### src/rtl/acp_pkg.sv
// Shared types and constants for the two-antenna Alamouti pair combiner.
`timescale 1ns / 1ps
`default_nettype none

package acp_pkg;

    // Fixed field widths.
    localparam int SAMPLE_WIDTH = 16;
    localparam int OUT_WIDTH    = 20;
    localparam int CFG_WIDTH    = 11;

    // Default subcarrier capacity handed to the top level.
    localparam int MAX_SUBCARRIERS_DEF = 1024;

    // Reset value of the vector length register.
    localparam logic [CFG_WIDTH-1:0] VECTOR_LENGTH_RESET = CFG_WIDTH'(64);

    // Internal arithmetic widths: exact product, pair sum, quad sum, pair total.
    localparam int PROD_W = 2 * SAMPLE_WIDTH;
    localparam int PAIR_W = PROD_W + 1;
    localparam int QUAD_W = PROD_W + 2;
    localparam int ACC_W  = PROD_W + 4;

    // Entries in the queue between the front and the back.
    localparam int QUEUE_DEPTH = 4;
    localparam int QPTR_W      = $clog2(QUEUE_DEPTH);
    localparam int QCNT_W      = $clog2(QUEUE_DEPTH + 1);

    // One subcarrier request.
    typedef struct packed {
        logic signed [SAMPLE_WIDTH-1:0] rx_a_re;
        logic signed [SAMPLE_WIDTH-1:0] rx_a_im;
        logic signed [SAMPLE_WIDTH-1:0] rx_b_re;
        logic signed [SAMPLE_WIDTH-1:0] rx_b_im;
        logic signed [SAMPLE_WIDTH-1:0] chan_zero_re;
        logic signed [SAMPLE_WIDTH-1:0] chan_zero_im;
        logic signed [SAMPLE_WIDTH-1:0] chan_one_re;
        logic signed [SAMPLE_WIDTH-1:0] chan_one_im;
        logic signed [SAMPLE_WIDTH-1:0] chan_two_re;
        logic signed [SAMPLE_WIDTH-1:0] chan_two_im;
        logic signed [SAMPLE_WIDTH-1:0] chan_three_re;
        logic signed [SAMPLE_WIDTH-1:0] chan_three_im;
    } in_item_t;

    // One result request.
    typedef struct packed {
        logic signed [OUT_WIDTH-1:0] symbol_re;
        logic signed [OUT_WIDTH-1:0] symbol_im;
        logic                        last_in_vector;
    } out_item_t;

    // Full-precision pair total as queued between front and back.
    typedef struct packed {
        logic signed [ACC_W-1:0] sum_re;
        logic signed [ACC_W-1:0] sum_im;
        logic                    last;
    } pair_sum_t;

endpackage

`default_nettype wire

### src/rtl/acp_queue.sv
// Short queue of pair totals between the front and the back.
`timescale 1ns / 1ps
`default_nettype none

module acp_queue
    import acp_pkg::*;
(
    input  logic      clk,
    input  logic      rst_n,
    input  logic      push,
    input  pair_sum_t push_data,
    input  logic      pop,
    output pair_sum_t pop_data,
    output logic      not_empty
);

    pair_sum_t         entry_reg [QUEUE_DEPTH];
    logic [QPTR_W-1:0] wr_ptr_reg, rd_ptr_reg;
    logic [QCNT_W-1:0] count_reg;

    assign not_empty = (count_reg != '0);
    assign pop_data  = entry_reg[rd_ptr_reg];

    // Pointers and fill count; the front never pushes into a full queue.
    always_ff @(posedge clk or negedge rst_n)
    begin
        if (!rst_n)
        begin
            wr_ptr_reg <= '0;
            rd_ptr_reg <= '0;
            count_reg  <= '0;
        end
        else
        begin
            if (push)
            begin
                wr_ptr_reg <= wr_ptr_reg + QPTR_W'(1);
            end
            if (pop)
            begin
                rd_ptr_reg <= rd_ptr_reg + QPTR_W'(1);
            end
            if (push && !pop)
            begin
                count_reg <= count_reg + QCNT_W'(1);
            end
            else if (pop && !push)
            begin
                count_reg <= count_reg - QCNT_W'(1);
            end
        end
    end

    // Entry storage.
    always_ff @(posedge clk)
    begin
        if (push)
        begin
            entry_reg[wr_ptr_reg] <= push_data;
        end
    end

endmodule

`default_nettype wire

### config.mk
export PLATFORM = sky130hd
export DESIGN_NAME = acp_queue
export DESIGN_NICKNAME = d
export VERILOG_FILES = /design/src/rtl/acp_pkg.sv /design/src/rtl/acp_queue.sv
export SDC_FILE = /design/constraint.sdc
export NUM_CORES = 1
export LEC_CHECK = 0
export BUFFER_PORTS_ARGS = -buffer_cell sky130_fd_sc_hd__buf_2
export CORE_MARGIN = 3
export CORE_UTILIZATION = 25
export DETAILED_ROUTE_END_ITERATION = 8
export PLACE_DENSITY = 0.46
export RECOVER_POWER = 50
export SKIP_CTS_REPAIR_TIMING = 1
export SYNTH_ARGS = -nofsm -noshare
export SYNTH_HDL_FRONTEND = slang
export SYNTH_SLANG_ARGS = --single-unit
### constraint.sdc
create_clock -name clk -period 4.8 [get_ports clk]
set_input_delay 0.24 -clock clk [delete_from_list [all_inputs] [get_ports clk]]
set_output_delay 0.24 -clock clk [all_outputs]
set_load 0.01 [all_outputs]
==> results.cfg, run 1 <==
[pwr]
peakVddDrop_mv = 0.320
power.density_nw_per_um2 = 591
leakage_uw = 0.00460

[route]
wl_per_cell_um = 18.0
dr.pass1.iters = 6
drtAntennaViolNets = 0
drtIter0Drc = 219
via_count = 5147
drc = 0
wirelength_mm = 22.8
vias_per_cell = 4.07

[sta]
fin_crit_ns = 2.68
worstMarginPinSlew_ns = 1.16
final-max-slew-violation-count = 0
finalSetupViolations = 0
finalCritPeriodShare = 0.559
timing.final.ws_setup_ns = 2.12
setup-tns-final_ns = 0
rsz0062_at_grt = false
fmax_mhz = 373
hold_viol = 0
fin_skew_ns = 0.0104
slew_headroom = 0.228

[yosys]
syn_nets = 497
yosysTopAreaCellShare = 0.803
synth_commonest_cells = edfxtp_1, mux4_2, buf_2, dfrtp_1, buf_6
netlist_top_cells_area = edfxtp_1, mux4_2, dfrtp_1
syn_inst = 414
yosys.area.top_type = edfxtp_1
synthFlopType = edfxtp_1
syn_area_um2 = 10900
postSynthAreaPerCell_um2 = 26.4
synth_seq_cells = 299
ys.warnings.count = 0
synth_edf_count = 292
ys_seq_area_frac = 0.819
yosysMostFrequentCell = edfxtp_1
yosysUniqueCellTypes = 18
synthArstFlopShare = 0.0234

[placement]
place_congestion = 0.653
io_buffers = 150
dp_slack_ns = 2.51
dpl.hpwl_mm = 13.7

[floorplanning]
rows = 75
die_h_um = 215
core_area_um2 = 42500
die_area_um2 = 46200
die_w_um = 215
start_util = 0.257
pin_count = 151

[status]
status = complete, no violations

[critical_path]
critPathKind = reg2out
crit_arrival_ns = 2.44
worstSetupEndpointType = output port
cp_max_fo = 32
required_ns = 4.56
start_kind = register

[global_route]
grt_first_pass_wirelength_mm = 34.8
antenna_found_initial = 0
grtUsageTotal = 0.0996
grt_overflow_total = 0
grt_max_degree = 75
grt_pass1_vias = 5550

[clock_tree]
clockRootBuffer = clkbuf_16
clk_pin_slew_ns = 0.06
clock_sink_count = 299
clockBufferDepth = 3
numCtsBuffers = 34
clk_latency_ns = 0.52
cts_tree = built
htree_levels = 2

[final_layout]
nets = 749
largest_reg_flops = 292
drive_gt1_frac = 0.304
area_delta_synth_final_pct = 29.0
n_antenna_cell = 0

[job]
drv_cap = 0

[min_path]
hold_class = in2reg
-- power breakdown --
group	switching [uW]	internal (uW)
registers	268	3420
logic	1110	1040
clock network	988	1480
total	2370	5950
-- critical path, stage by stage, from the launching register on --
cell     delay, ns
dfrtp_4       0.52
buf_4         0.56
mux4_2        0.63
buf_2         0.17
-- cell families (layout without fill, tap and decap cells) --
family	Yosys count	in the layout	synth area share
XOR/XNOR	6	6	0.00481
AO/OA/AOI/OAI	1	1	0.000458
adder cells (fa/ha/maj)	6	6	0.00756
flip-flops	299	299	0.819
AND/OR/NAND/NOR	8	8	0.00390
buffers and inverters	20	294	0.0125
multiplexers	74	74	0.152
-- worst paths after layout --
path / start / endpoint / slack (ns) / cells past startpoint
worst min-delay path: push / wr_ptr_reg[0] / 0.07 / 2
worst min register to register: count_reg[2] / count_reg[2] / 0.47 / 1
min in group asynchronous: rst_n / count_reg[1] / 0.22 / 2
max in group asynchronous: rst_n / rd_ptr_reg[0] / 4.18 / 2
worst max register to register: wr_ptr_reg[0] / entry_reg[0][18] / 2.57 / 4
worst max-delay path: rd_ptr_reg[0] / pop_data[23] / 2.12 / 3
-- stage by stage --
stage	total power [uW]	instances	cell area [um2]	hold slack, ns	util
2_1_floorplan	5080	414	10900	-0.0556	-
3_3_place_gp	5910	1132	12400	0.0987	0.291
3_5_place_dp	5960	1132	12400	0.112	0.291
4_1_cts	8500	1190	13400	-0.478	0.316
5_1_grt	8790	1265	14100	0.0611	0.331
6_report	8320	1265	14100	0.0701	0.331
-- cell usage in the layout (no fill, tap or decap) --
cell | synthesis | final
clkbuf_1 | 1 | 81
clkbuf_8 | 0 | 2
nor2_1 | 1 | 1
buf_4 | 2 | 6
xor2_1 | 4 | 4
mux4_2 | 73 | 73
mux2_2 | 1 | 1
o21ai_0 | 1 | 1
dlygate4sd3_1 | 0 | 75
fa_1 | 1 | 1
inv_1 | 4 | 4
dfrtp_4 | 0 | 2
or3_1 | 1 | 1
ha_1 | 5 | 5
clkbuf_16 | 0 | 37
bufinv_16 | 0 | 1
edfxtp_1 | 292 | 292
nand2_1 | 2 | 2
buf_12 | 0 | 1
and2_4 | 0 | 4
xnor2_1 | 2 | 2
dfrtp_1 | 7 | 5
buf_2 | 7 | 75
clkinv_1 | 0 | 5
clkinv_2 | 0 | 2
clkinv_4 | 0 | 2
clkinvlp_4 | 0 | 3
-- routing by layer --
layer | part of all wire | vias up | global-route usage | wire length [um]
met4 | 0.025 | 0 | 0.0394 | 573
met3 | 0.059 | 40 | 0.0297 | 1340
met1 | 0.42 | 2692 | 0.122 | 9590
met5 | 0 | - | 0 | 0
li1 | - | 2280 | - | -
met2 | 0.50 | 135 | 0.166 | 11300
-- cell type report --
class                   count  area (um2)
clock buffers              45         976
clock inverters            13        98.8
fillers                  4067       28400
inverters                   4        15.0
multi-input cells          95        1850
flip-flops and latches    299        8950
well taps                 577         722
repair buffers            232        1470
Note: power is estimated with default switching activity, not from simulation.
==> run 2, diff against run 1 <==
- clock period: 4.8 -> 2.58 ns (I/O delays scaled with it)
==> run 2 against run 1 <==
Effect of this change:
- critical path depth unchanged
- worst hold slack better by 0.31 ns
- largest cell class unchanged
- clock-buffer cell count fell by 4
- sequential power up 82%
- register-to-register slack got worse by 2.0 ns
- die area did not move
- clock power increased by 92%
- core utilization up 0.50 points
- combinational power is 100% higher
- clock skew decreased by 0.0017 ns
- non-clock buffer count increased by 12
- routed wire length rose by 4.9%
==> results.cfg, run 2 (synthesis results as in run 1) <==
[route]
drc = 0
wirelength_mm = 23.9
via_count = 5316
vias_per_cell = 4.15
drtAntennaViolNets = 0
drtIter0Drc = 221
dr.pass1.iters = 4
wl_per_cell_um = 18.7

[critical_path]
r2r_start = wr_ptr_reg[0]
reg2reg_slack_ns = 0.53
start_kind = register
r2r-end = entry_reg[0][24]
crit_chain = buf_12 -> mux4_2 -> buf_2
r2r_cells = 4
worstSetupEndpointType = output port
required_ns = 2.45
slowest_stage = dfrtp_4
critPathKind = reg2out
crit_arrival_ns = 2.19
cp_max_fo = 29
cp_slowest_stage_delay_ns = 0.62

[global_route]
grt_pass1_vias = 5697
grt_max_degree = 37
grtUsageTotal = 0.103
antenna_found_initial = 1
grt_overflow_total = 0
grt_first_pass_wirelength_mm = 35.5

[pwr]
power_frac_seq = 0.425
peakVddDrop_mv = 0.584
power.density_nw_per_um2 = 1110
clkPwrFrac = 0.300
p_int_uw = 11300
combPwrFrac = 0.275
p_sw_uw = 4510
power_uw = 15800
swShare = 0.285
leakage_uw = 0.00470

[clock_tree]
cts_tree = built
numCtsBuffers = 35
clk_pin_slew_ns = 0.06
clockBufferDepth = 3
clockRootBuffer = clkbuf_16
clk_latency_ns = 0.51
clock_sink_count = 299
htree_levels = 2

[sta]
hold_ws_ns = 0.381
rsz0062_at_grt = false
hold_viol = 0
setup-tns-final_ns = 0
final-max-slew-violation-count = 0
finalCritPeriodShare = 0.898
fin_skew_ns = 0.00861
fmax_mhz = 431
finalSetupViolations = 0
fin_crit_ns = 2.32
worstMarginPinSlew_ns = 0.798
slew_headroom = 0.468

[floorplanning]
pin_count = 151
die_area_um2 = 46200
die_h_um = 215
core_area_um2 = 42500
start_util = 0.257
die_w_um = 215
rows = 75

[final_layout]
largest_reg_flops = 292
n_antenna_cell = 0
final_cell_mix = edfxtp_1, clkbuf_1, dlygate4sd3_1, buf_2, mux4_2
drive_gt1_frac = 0.314
area_delta_synth_final_pct = 30.9
final_common_cell = edfxtp_1
nets = 762
final_cells = 1280

[min_path]
worst_hold_path.endpoint = rd_ptr_reg[0]
hold_class = in2reg
hold_depth = 3
worstHoldStart = pop

[placement]
dpl.hpwl_mm = 14.7
io_buffers = 150
placedCellCount = 1142
place_congestion = 0.686

[status]
status = complete, no violations

[job]
drv_cap = 0
==> run 2: power groups by stage <==
| stage | clock network [uW] | logic [uW] | registers [uW] |
|---|---|---|---|
| final | 4740 | 4360 | 6730 |
| after global routing | 5120 | 4730 | 6840 |
| after CTS | 4930 | 4460 | 6770 |
| after detailed placement | 0 | 4450 | 6870 |
| after global placement | 0 | 4400 | 6800 |
| after floorplan | 0 | 2810 | 6610 |
==> run 2: per-layer routing <==
metal  up-vias  share of wire  global-route usage  wire length [um]
met5         -        0.00071                   0                17
met4         2          0.026              0.0388               633
met3        46          0.050              0.0306              1200
met2       145           0.50               0.171             11900
met1      2812           0.43               0.127             10200
li1       2311              -                   -                 -
==> run 2: how the worst max path moves through the flow <==
stage	from	endpoint	slack, ns	depth (start not counted)
CTS	rd_ptr_reg[0]	pop_data[35]	0.16	3
detailed placement	rd_ptr_reg[0]	pop_data[33]	0.74	3
finish	rd_ptr_reg[0]	pop_data[35]	0.26	3
global route	rd_ptr_reg[0]	pop_data[47]	0.1	3
global placement	rd_ptr_reg[0]	pop_data[47]	0.72	3
floorplan	wr_ptr_reg[0]	entry_reg[0][0]	0.61	3
==> run 2: final cells by class <==
class	instances	area (um2)
Clock buffer	41	941
Fill cell	4026	28200
Sequential cell	299	8950
Tap cell	577	722
Clock inverter	20	176
Timing Repair Buffer	244	1640
Multi-Input combinational cell	95	1850
Inverter	4	15.0
==> run 2: metrics by stage <==
step           utilization  setup slack [ns]  area, um2
3_5_place_dp         0.294             0.736      12500
3_3_place_gp         0.294             0.725      12500
4_1_cts              0.320             0.156      13600
5_1_grt              0.336            0.0989      14300
6_report             0.336             0.262      14300
2_1_floorplan            -             0.612      10900
==> run 2: worst max-delay path, delay by kind of cell (launching register included) <==
kind	cells	cell delay, ns
DFF	1	0.62
muxes	1	0.56
buffers and inverters	2	0.45
