File: config.mk
export PLATFORM = sky130hd
export DESIGN_NAME = acp_back
export DESIGN_NICKNAME = d
export VERILOG_FILES = /design/src/rtl/acp_pkg.sv /design/src/rtl/acp_back.sv
export SDC_FILE = /design/constraint.sdc
export NUM_CORES = 1
export LEC_CHECK = 0
export ABC_AREA = 1
export BUFFER_PORTS_ARGS = -buffer_cell sky130_fd_sc_hd__buf_2
export CORE_MARGIN = 5
export CORE_UTILIZATION = 35
export DETAILED_ROUTE_END_ITERATION = 12
export PLACE_DENSITY = 0.71
export SLEW_MARGIN = 40
export SYNTH_ARGS = -nofsm -noshare
export SYNTH_HDL_FRONTEND = slang
export SYNTH_SLANG_ARGS = --single-unit
File: constraint.sdc
create_clock -name clk -period 7.9 [get_ports clk]
set_input_delay 0.395 -clock clk [delete_from_list [all_inputs] [get_ports clk]]
set_output_delay 0.395 -clock clk [all_outputs]
set_load 0.1 [all_outputs]
File: src/rtl/acp_pkg.sv
// Shared types and constants for the two-antenna Alamouti pair combiner.
`timescale 1ns / 1ps
`default_nettype none

package acp_pkg;

    // Fixed field widths.
    localparam int SAMPLE_WIDTH = 16;
    localparam int OUT_WIDTH    = 20;
    localparam int CFG_WIDTH    = 11;

    // Default subcarrier capacity handed to the top level.
    localparam int MAX_SUBCARRIERS_DEF = 1024;

    // Reset value of the vector length register.
    localparam logic [CFG_WIDTH-1:0] VECTOR_LENGTH_RESET = CFG_WIDTH'(64);

    // Internal arithmetic widths: exact product, pair sum, quad sum, pair total.
    localparam int PROD_W = 2 * SAMPLE_WIDTH;
    localparam int PAIR_W = PROD_W + 1;
    localparam int QUAD_W = PROD_W + 2;
    localparam int ACC_W  = PROD_W + 4;

    // Entries in the queue between the front and the back.
    localparam int QUEUE_DEPTH = 4;
    localparam int QPTR_W      = $clog2(QUEUE_DEPTH);
    localparam int QCNT_W      = $clog2(QUEUE_DEPTH + 1);

    // One subcarrier request.
    typedef struct packed {
        logic signed [SAMPLE_WIDTH-1:0] rx_a_re;
        logic signed [SAMPLE_WIDTH-1:0] rx_a_im;
        logic signed [SAMPLE_WIDTH-1:0] rx_b_re;
        logic signed [SAMPLE_WIDTH-1:0] rx_b_im;
        logic signed [SAMPLE_WIDTH-1:0] chan_zero_re;
        logic signed [SAMPLE_WIDTH-1:0] chan_zero_im;
        logic signed [SAMPLE_WIDTH-1:0] chan_one_re;
        logic signed [SAMPLE_WIDTH-1:0] chan_one_im;
        logic signed [SAMPLE_WIDTH-1:0] chan_two_re;
        logic signed [SAMPLE_WIDTH-1:0] chan_two_im;
        logic signed [SAMPLE_WIDTH-1:0] chan_three_re;
        logic signed [SAMPLE_WIDTH-1:0] chan_three_im;
    } in_item_t;

    // One result request.
    typedef struct packed {
        logic signed [OUT_WIDTH-1:0] symbol_re;
        logic signed [OUT_WIDTH-1:0] symbol_im;
        logic                        last_in_vector;
    } out_item_t;

    // Full-precision pair total as queued between front and back.
    typedef struct packed {
        logic signed [ACC_W-1:0] sum_re;
        logic signed [ACC_W-1:0] sum_im;
        logic                    last;
    } pair_sum_t;

endpackage

`default_nettype wire

File: src/rtl/acp_back.sv
// Back end: rounds each pair total and emits the symbol request and the zero request.
`timescale 1ns / 1ps
`default_nettype none

module acp_back
    import acp_pkg::*;
(
    input  logic      clk,
    input  logic      rst_n,
    input  logic      q_not_empty,
    input  pair_sum_t q_data,
    output logic      q_pop,
    output logic      out_valid,
    input  logic      out_ready,
    output out_item_t out_data
);

    typedef enum logic [1:0] {
        SLOT_SYMBOL = 2'b01,
        SLOT_ZERO   = 2'b10
    } slot_t;

    localparam logic signed [ACC_W-1:0] ROUND_BIAS = ACC_W'(1) << (SAMPLE_WIDTH - 2);
    localparam int SHIFT = SAMPLE_WIDTH - 1;

    slot_t     slot_reg, slot_next;
    logic      out_valid_reg, out_valid_next;
    logic      last_hold_reg, last_hold_next;
    out_item_t out_data_reg, out_data_next;
    logic      free;

    logic signed [ACC_W-1:0] biased_re, biased_im;

    // Round half up to fifteen fraction bits.
    assign biased_re = q_data.sum_re + ROUND_BIAS;
    assign biased_im = q_data.sum_im + ROUND_BIAS;

    assign free = !out_valid_reg || out_ready;

    // Output slot sequencing: symbol, then zero, then the next pair.
    always_comb
    begin
        slot_next      = slot_reg;
        out_valid_next = out_valid_reg;
        last_hold_next = last_hold_reg;
        out_data_next  = out_data_reg;
        q_pop          = 1'b0;
        if (free)
        begin
            case (slot_reg)
                SLOT_SYMBOL:
                begin
                    if (out_valid_reg)
                    begin
                        slot_next                    = SLOT_ZERO;
                        out_valid_next               = 1'b1;
                        out_data_next.symbol_re      = '0;
                        out_data_next.symbol_im      = '0;
                        out_data_next.last_in_vector = last_hold_reg;
                    end
                    else if (q_not_empty)
                    begin
                        q_pop                        = 1'b1;
                        out_valid_next               = 1'b1;
                        last_hold_next               = q_data.last;
                        out_data_next.symbol_re      = biased_re[SHIFT+OUT_WIDTH-1:SHIFT];
                        out_data_next.symbol_im      = biased_im[SHIFT+OUT_WIDTH-1:SHIFT];
                        out_data_next.last_in_vector = 1'b0;
                    end
                end
                SLOT_ZERO:
                begin
                    slot_next      = SLOT_SYMBOL;
                    out_valid_next = 1'b0;
                    if (q_not_empty)
                    begin
                        q_pop                        = 1'b1;
                        out_valid_next               = 1'b1;
                        last_hold_next               = q_data.last;
                        out_data_next.symbol_re      = biased_re[SHIFT+OUT_WIDTH-1:SHIFT];
                        out_data_next.symbol_im      = biased_im[SHIFT+OUT_WIDTH-1:SHIFT];
                        out_data_next.last_in_vector = 1'b0;
                    end
                end
                default:
                begin
                    slot_next      = SLOT_SYMBOL;
                    out_valid_next = 1'b0;
                end
            endcase
        end
    end

    // Control registers.
    always_ff @(posedge clk or negedge rst_n)
    begin
        if (!rst_n)
        begin
            slot_reg      <= SLOT_SYMBOL;
            out_valid_reg <= 1'b0;
        end
        else
        begin
            slot_reg      <= slot_next;
            out_valid_reg <= out_valid_next;
        end
    end

    // Payload registers.
    always_ff @(posedge clk)
    begin
        last_hold_reg <= last_hold_next;
        out_data_reg  <= out_data_next;
    end

    assign out_valid = out_valid_reg;
    assign out_data  = out_data_reg;

endmodule

`default_nettype wire

==> results of run 1 <==
layer usage:
metal	share of wire (%)	GRT usage (%)
met4	0.94	3.105
met2	46	23.97
met3	6.4	3.492
met5	0	0
met1	46	19.54
cells by family after synthesis:
| kind of cell | synth area share [%] |
|---|---|
| buf+inv | 10.29 |
| compound gates | 8.531 |
| xor+xnor | 3.214 |
| flops | 40.90 |
| simple gates | 35.54 |
| fa+ha+maj | 1.530 |
placed cells by master (no fill, tap or decap), drive strengths merged:
master	synthesis	layout
a21oi	15	15
o32ai	1	1
nor3	1	1
ha	4	4
nor4	1	1
clkbuf	7	5
o21bai	2	2
clkinvlp	0	1
o211ai	3	3
o22ai	1	1
nand3b	3	3
clkinv	0	1
a31oi	1	1
edfxtp	42	42
and2	3	3
bufinv	0	1
inv	67	67
dfstp	1	1
dfrtp	2	2
dlygate4sd3	0	1
o21ai	29	29
nand3	38	38
buf	6	93
nor2	106	106
or2	6	6
xor2	9	9
nand2	99	99
xnor2	3	3
nand4	4	4
worst max-delay path: cells and delay by family:
kind	cells	cell delay, ns
buf+inv	3	1.14
compound gates	1	0.29
simple gates	1	0.27
cell type report:
| class | count | area [sq um] | area share (%) |
|---|---|---|---|
| repair buffers | 94 | 500.5 | 12.69 |
| inverters | 67 | 251.5 | 6.375 |
| clock buffers | 5 | 68.82 | 1.744 |
| well taps | 111 | 138.9 | 3.520 |
| clock inverters | 3 | 41.29 | 1.047 |
| multi-input cells | 329 | 1607 | 40.72 |
| flip-flops and latches | 45 | 1338 | 33.90 |
timing repair:
item	CTS	global route
setup buffers	0	0
endpoints found under the hold margin	2	0
endpoints found under the setup margin	0	0
hold buffers	1	0
worst max path at each step:
stage,from,endpoint,slack [ns],depth (start not counted)
4_1_cts,q_not_empty,q_pop,5.36,5
3_5_place_dp,q_not_empty,q_pop,5.37,5
5_1_grt,q_not_empty,q_pop,5.24,5
3_3_place_gp,q_not_empty,q_pop,5.52,5
2_1_floorplan,out_valid$_DFFE_PN0N_,q_pop,3.38,4
6_report,q_not_empty,q_pop,5.39,5
stage by stage:
stage | instance area [sq um] | cells
final | 3945 | 654
after global routing | 3945 | 654
after CTS | 3945 | 654
after detailed placement | 3825 | 645
after global placement | 3795 | 643
after floorplan | 3271 | 454
==> out/summary.txt, run 1 <==
Post-DP HPWL: 6.495 mm
Vias: 3085
Worst path cell trace: buf_2, buf_4, o21ai_0, nor4_1, buf_2
Nets: 623
#FFs+latches synth: 45
DRT Pass-1 Iters: 4
IO Count: 120
Hold WS: 0.2689 ns
WS Path Type: in -> out
Hold path depth: 1
Sequential fraction of the synthesis area: 40.90%
Final Core Density: 42.90%
Crit-path max FO: 73
Clock Latency Late Sink: 0.30 ns
Final Worst Setup Slack: 5.389 ns
Avg Inst Size Synth: 7.204 sq um
Worst path most repeated cell: buf_2
RD Place Congestion: 0.9109
Cell Area, Synth: 3271 sq um
Fraction of synthesis flops using an asynchronous set or reset pin: 6.667%
Crit. End Element: output pin
Worst R2R Setup Slack: 5.71 ns
Final hold vios: 0
Layout area overhead: 20.62%
Max-cap viol count: 0
HP Class: in -> reg
Max FFs per register: 41
Status: finished, final reports clean
CTS tree: done
Vias in the first global route: 2862
Hold path startpoint: q_data[0]
Slew HR: 52.14%
RSZ-0062 raised after global routing: no
Share of post-route cells with drive strength above 1: 23.20%
Initial antenna violation count: 0
Port buffer count: 89
N_diodes: 0
Setup TNS: 0 ns
Die width: 106.7 um
Post-route ant nets: 0
EDFF count, synth: 42
Post-Synthesis Cells: 454
Area leader, netlist: edfxtp_1
Final Skew: 0.003936 ns
Overflow after GRT: 0
Yosys warnings: 0
Synth top area share: 38.56%
Reg-to-Reg End: out_data[19]$_DFFE_PP_
Residual DRC count: 0
Most frequent cell after synthesis: nor2_1
CP max-delay cell: buf_4
Period utilization: 31.78%
Worst Setup Start Kind: input port
Rows: 35
Gr usage total: 14.57%
Clk buf depth: 2
Final setup vio count: 0
Slowest cell delay on critical path: 0.57 ns
CTS Buf Count: 5
Vias per cell: 4.717
R2r worst-path depth: 7
Die area: 11380 sq um
Final WL: 8.444 mm
H-tree Lvls: 2
Post-Syn Nets: 535
Dpl ws: 5.370 ns
Reg2reg start: slot_reg[0]$_DFFE_PN1P_
Pin count of the biggest net entering global routing: 74
Min cycle time layout: 2.511 ns
Top cells by area, synth: edfxtp_1 39%, nor2_1 11%, nand2_1 11%, inv_1 7.7%, nand3_1 5.4%
Initial core utilization: 35.56%
Clock sinks: 45
Routed length per instance: 12.91 um
Post-synth top flop: edfxtp_1
Arr. time, crit path: 2.12 ns
Resize count post-CTS: 0
Die Ht: 106.7 um
Clock root cell: clkbuf_8
First-pass GRT wire length: 13.57 mm
Initial drt markers: 161
Core Area: 9196 sq um
Max Slew Vio Count: 0
Fillers: 953
Worst Hold Endpoint: last_hold_reg$_DFFE_PP_
Worst Tran Pin Value: 0.7178 ns
CTS clk-pin slew, worst paths: 0.08 ns
Cell variety after synth: 34
Fmax: 398.3 MHz
Top cells by instance count after synthesis: 94 x nor2_1, 92 x nand2_1, 67 x inv_1
WP data required: 7.51 ns
Power of run 1 is left out: the tool's default activity adds up to more than one toggle a clock period on the data nets, which glitch-free logic cannot reach.
==> run 2, diff against run 1 <==
Settings changed: ABC_AREA 1 to 0, PLACE_DENSITY 0.71 to 0.75.
Clock period 7.9 ns to 2.2 ns, I/O delays scaled along.
==> run 2 against run 1 <==
Die area decreased by 15%. Synthesized area is 16% lower. Largest cell class is now flip-flops and latches. Core utilization grew 2.5 points. Worst hold slack got worse by 0.14 ns. Worst setup slack got worse by 5.2 ns. Critical path depth fell by 1. Highest routed layer unchanged. Via count shrank 18%. Critical path type is now reg -> out. Global-route usage is 1.1 points higher. Sequential cell count is the same.
==> out/summary.txt, run 2 <==
HP Class: in -> async
Reg2reg start: slot_reg[0]$_DFFE_PN1P_
Residual DRC count: 0 (unchanged)
CP max-delay cell: dfstp_2
WS Path Type: reg -> out
Core Area: 7647 sq um (-17%)
Post-Synthesis Cells: 283 (-38%)
Cell Area, Synth: 2731 sq um (-16%)
Vias in the first global route: 2502 (-13%)
Min cycle time layout: 2.044 ns
Clock sinks: 45 (unchanged)
#FFs+latches synth: 45 (unchanged)
Initial drt markers: 120 (-25%)
Reg area: 1339 sq um (about the same)
Vias: 2530 (-18%)
Post-Syn Nets: 364 (-32%)
Status: finished, final reports clean
Sequential fraction of the synthesis area: 48.97% (+8.1 points)
CTS clk-pin slew, worst paths: 0.08 ns (about the same)
Fillers: 753 (-21%)
First-pass GRT wire length: 12.51 mm (-7.8%)
Final hold vios: 0 (unchanged)
Commonest non-fill, non-tap cell in the layout: buf_2
Overflow after GRT: 0 (unchanged)
Post-route ant nets: 0 (unchanged)
Clk buf depth: 2 (unchanged)
Post-DP HPWL: 5.420 mm (-17%)
CTS tree: done
Worst Tran Pin Value: 0.5486 ns (-0.1693 ns)
IO Count: 120 (unchanged)
DRT Pass-1 Iters: 6 (+2)
Worst Setup Start Kind: register
Max FFs per register: 41 (unchanged)
R2r worst-path depth: 6 (-1)
Routed length per instance: 15.50 um (+20%)
Slew HR: 63.43% (+11 points)
Initial core utilization: 35.72% (+0.15 points)
Area leader, netlist: edfxtp_1
Slowest cell delay on critical path: 0.55 ns (-0.02 ns)
Post-synth top flop: edfxtp_1
Layout area overhead: 27.16%
EDFF count, synth: 42 (unchanged)
WP data required: 2.09 ns (-5.42 ns)
Worst path cell trace: inv_1, ha_1, nor3b_4, buf_2
Pin count of the biggest net entering global routing: 53 (-28%)
Most frequent cell after synthesis: o21ai_0
N_diodes: 0 (unchanged)
RSZ-0062 raised after global routing: no
Die Ht: 98.34 um (-7.8%)
Fraction of synthesis flops using an asynchronous set or reset pin: 6.667% (unchanged)
Rows: 32 (-8.6%)
Fmax: 489.3 MHz
RD Place Congestion: 0.8236 (-9.6%)
Synth top area share: 46.17% (+7.6 points)
Gr usage total: 15.65% (+1.1 points)
Final Instance Area: 3473 sq um (-12%)
Period utilization: 92.89%
Vias per cell: 5.293 (+12%)
Arr. time, crit path: 1.93 ns (-0.19 ns)
Die area: 9671 sq um (-15%)
Worst R2R Setup Slack: 0.43 ns (-5.28 ns)
Top cells by area, synth: edfxtp_1 46%, o21ai_0 8.1%, xnor2_1 5.8%, a21oi_1 4.0%, a31oi_1 3.0%
Top cells by instance count after synthesis: 44 x o21ai_0, 42 x edfxtp_1, 22 x a21oi_1
Post-DP Area: 3363 sq um (-12%)
Multi-input logic area: 1321 sq um (-18%)
Clock root cell: clkbuf_8
Port buffer count: 89 (unchanged)
Avg Inst Size Synth: 9.651 sq um (+34%)
Crit. End Element: output pin
Initial antenna violation count: 0 (unchanged)
Final WL: 7.411 mm (-12%)
Max-cap viol count: 0 (unchanged)
Crit-path max FO: 3 (-96%)
Yosys warnings: 0 (unchanged)
Die width: 98.34 um (-7.8%)
H-tree Lvls: 2 (unchanged)
Most frequent cells in the layout: 89 x buf_2, 44 x o21ai_0, 42 x edfxtp_1
Final setup vio count: 0 (unchanged)
Share of post-route cells with drive strength above 1: 29.52% (+6.3 points)
Nets: 456 (-27%)
Max Slew Vio Count: 0 (unchanged)
Final Skew: 0.01072 ns (+0.006788 ns)
Cell variety after synth: 33 (-2.9%)
Clock Latency Late Sink: 0.30 ns (about the same)
Resize count post-CTS: 0 (unchanged)
Reg-to-Reg End: out_data[39]$_DFFE_PP_
CTS Buf Count: 5 (unchanged)
Setup TNS: 0 ns (unchanged)
[run 2: worst max-delay path by stage]
stage,from,slack (ns),to
after floorplan,out_valid$_DFFE_PN0N_,0.14,out_data[0]$_DFFE_PP_
after global placement,q_data[15],0.21,out_data[20]$_DFFE_PP_
after detailed placement,q_data[15],0.16,out_data[20]$_DFFE_PP_
after CTS,slot_reg[0]$_DFFE_PN1P_,0.15,q_pop
after global routing,slot_reg[0]$_DFFE_PN1P_,0.07,q_pop
final,slot_reg[0]$_DFFE_PN1P_,0.16,q_pop
[run 2: logic make-up after synthesis]
family                   Yosys count  synth area share (%)
AO/OA/AOI/OAI                     91                 18.46
XOR/XNOR                          25                 8.016
adder cells (fa/ha/maj)            4                 1.832
buffers and inverters             24                 3.344
flip-flops                        45                 48.97
multiplexers                       2                0.7330
AND/OR/NAND/NOR                   92                 18.64
[run 2: metrics by stage]
stage          worst slack, ns  std cells  hold WS (ns)  utilization, %
2_1_floorplan           0.1426        283       -0.1856               -
3_3_place_gp            0.2082        468      -0.09142           43.98
3_5_place_dp            0.1595        468      -0.08563           43.98
4_1_cts                 0.1456        478        0.1227           45.42
5_1_grt                0.06885        478        0.1327           45.42
6_report                0.1564        478        0.1336           45.42
[run 2: area by class of cell]
class	instances	share of cell area, %
well taps	102	3.674
inverters	8	0.8646
multi-input cells	214	38.04
flip-flops and latches	45	38.54
repair buffers	101	16.28
clock buffers	8	2.594
[run 2: critical path: cells and delay by family (launching register included)]
kind	cells	cell delay [ns]
simple gates	1	0.20
flops	1	0.55
buf+inv	2	0.50
fa+ha+maj	1	0.38
[run 2: what timing repair did]
item,CTS,global route
setup buffers,0,0
setup endpoints to repair,0,0
hold buffers,2,0
endpoints found under the hold margin,4,0
[run 2: per-layer routing]
metal / wire length [um] / vias up / part of all wire (%) / global-route usage [%]
met4: 75 / 0 / 1.0 / 4.097
met2: 3549 / 84 / 48 / 25.74
met3: 356 / 9 / 4.8 / 3.429
met1: 3429 / 1173 / 46 / 20.93
met5: 0 / - / 0 / 0
li1: - / 1264 / - / -
Power of run 2 is left out for the same reason.
==> run 3, diff against run 2 <==
Settings changed: CORE_MARGIN 5 to 4.
==> run 3 against run 2 <==
Final area down 0.72%. Final cell count shrank 0.42%. Via count down 0.87%. Count of clock-buffer cells in the layout fell by 3. Clock skew fell by 0.0017 ns. Core utilization up 1.1 points. Largest cell class unchanged.
==> out/summary.txt, run 3 (synthesis gave the netlist of run 2 again) <==
Die width: 96.34 um (-2.0%)
Arr. time, crit path: 1.93 ns (about the same)
Period utilization: 92.92% (about the same)
Worst Tran Pin Value: 0.6319 ns (+0.08332 ns)
Max FFs per register: 41 (unchanged)
Max-cap viol count: 0 (unchanged)
Rows: 31 (-3.1%)
HP Class: in -> async
Die area: 9281 sq um (-4.0%)
Port buffer count: 89 (unchanged)
Vias per cell: 5.269 (-0.45%)
Vias in the first global route: 2417 (-3.4%)
Vias: 2508 (-0.87%)
Crit-path max FO: 3 (unchanged)
Pin count of the biggest net entering global routing: 49 (-7.5%)
H-tree Lvls: 2 (unchanged)
Final Core Density: 46.55% (+1.1 points)
Overflow after GRT: 0 (unchanged)
Status: finished, final reports clean
Fmax: 489.2 MHz (about the same)
Fillers: 727 (-3.5%)
Residual DRC count: 0 (unchanged)
Post-DP HPWL: 5.382 mm (-0.70%)
Clock Latency Late Sink: 0.29 ns (about the same)
Die Ht: 96.34 um (-2.0%)
Final Skew: 0.009056 ns (-0.001668 ns)
Post-Layout Cell Count: 476 (-0.42%)
Most frequent cells in the layout: 89 x buf_2, 44 x o21ai_0, 42 x edfxtp_1
WS Path Type: reg -> out
Core Area: 7408 sq um (-3.1%)
N_diodes: 0 (unchanged)
Initial core utilization: 36.87% (+1.2 points)
First-pass GRT wire length: 11.37 mm (-9.1%)
RD Place Congestion: 0.7827 (-5.0%)
CTS Buf Count: 5 (unchanged)
Routed length per instance: 15.05 um (-2.9%)
Crit. End Element: output pin
DP Cell Count: 466 (-0.43%)
Share of post-route cells with drive strength above 1: 30.24% (+0.72 points)
Commonest non-fill, non-tap cell in the layout: buf_2
WP data required: 2.09 ns (about the same)
CTS clk-pin slew, worst paths: 0.09 ns (about the same)
Clk buf depth: 2 (unchanged)
Min cycle time layout: 2.044 ns (+0.0006240 ns)
Postcts setup bufs: 0 (unchanged)
Post-route ant nets: 0 (unchanged)
Nets: 457 (+0.22%)
Setup TNS: 0 ns (unchanged)
Final WL: 7.165 mm (-3.3%)
Slew HR: 57.49% (-5.9 points)
CTS tree: done
Initial antenna violation count: 0 (unchanged)
Final setup vio count: 0 (unchanged)
Max Slew Vio Count: 0 (unchanged)
RSZ-0062 raised after global routing: no
DRT Pass-1 Iters: 4 (-2)
Worst Setup Start Kind: register
Clock sinks: 45 (unchanged)
Gr usage total: 15.51% (-0.14 points)
Resize count post-CTS: 0 (unchanged)
IO Count: 120 (unchanged)
Layout area overhead: 26.25%
# hold bufs at CTS: 2 (unchanged)
Final hold vios: 0 (unchanged)
Clock root cell: clkbuf_8
Initial drt markers: 122 (+1.7%)
## run 3: cell types whose count changed in the layout (fill, tap and decap cells not counted)
cell        delta
clkinvlp_4     +1
clkinv_2       +2
buf_4          +3
clkbuf_8       -1
buf_12         -2
clkbuf_1       -2
## run 3: worst max-delay path: stages (launching register included)
cell and delay, ns:
dfstp_2 0.56, inv_1 0.06, ha_1 0.38, nor3b_4 0.20, buf_2 0.44
## run 3: final timing paths
kind / from / to / slack (ns) / depth (start not counted)
min reg2reg: slot_reg[0]$_DFFE_PN1P_ / slot_reg[0]$_DFFE_PN1P_ / 0.52 / 2
min: rst_n / out_valid$_DFFE_PN0N_ / 0.12 / 2
max reg2reg: slot_reg[0]$_DFFE_PN1P_ / out_data[3]$_DFFE_PP_ / 0.43 / 4
min in group clk: out_ready / slot_reg[0]$_DFFE_PN1P_ / 0.13 / 4
max: slot_reg[0]$_DFFE_PN1P_ / q_pop / 0.16 / 4
max in group asynchronous: rst_n / slot_reg[0]$_DFFE_PN1P_ / 1.88 / 2
## run 3: stage by stage
stage,worst slack (ns),hold WS (ns),instance area [sq um]
2_1_floorplan,0.1426,-0.1856,2751
3_3_place_gp,0.1725,-0.09666,3342
3_5_place_dp,0.1207,-0.09346,3342
4_1_cts,0.1326,0.1167,3448
5_1_grt,0.02340,0.1177,3448
6_report,0.1558,0.1243,3448
## run 3: final cells by class
cell class / instances / area (sq um) / area share (%)
inverters: 8 / 30.03 / 0.8708
multi-input cells: 214 / 1321 / 38.32
well taps: 99 / 123.9 / 3.592
clock buffers: 5 / 68.82 / 1.996
flip-flops and latches: 45 / 1339 / 38.82
repair buffers: 102 / 548.0 / 15.89
clock inverters: 3 / 17.52 / 0.5080
## run 3: per-layer routing
| metal | GRT usage [%] | vias to the layer above | routed length, um |
|---|---|---|---|
| li1 | - | 1272 | - |
| met1 | 21.55 | 1168 | 3444 |
| met2 | 24.61 | 62 | 3319 |
| met3 | 2.737 | 6 | 315 |
| met4 | 4.673 | 0 | 85 |
| met5 | 0 | - | 0 |
Power of run 3 is left out for the same reason.
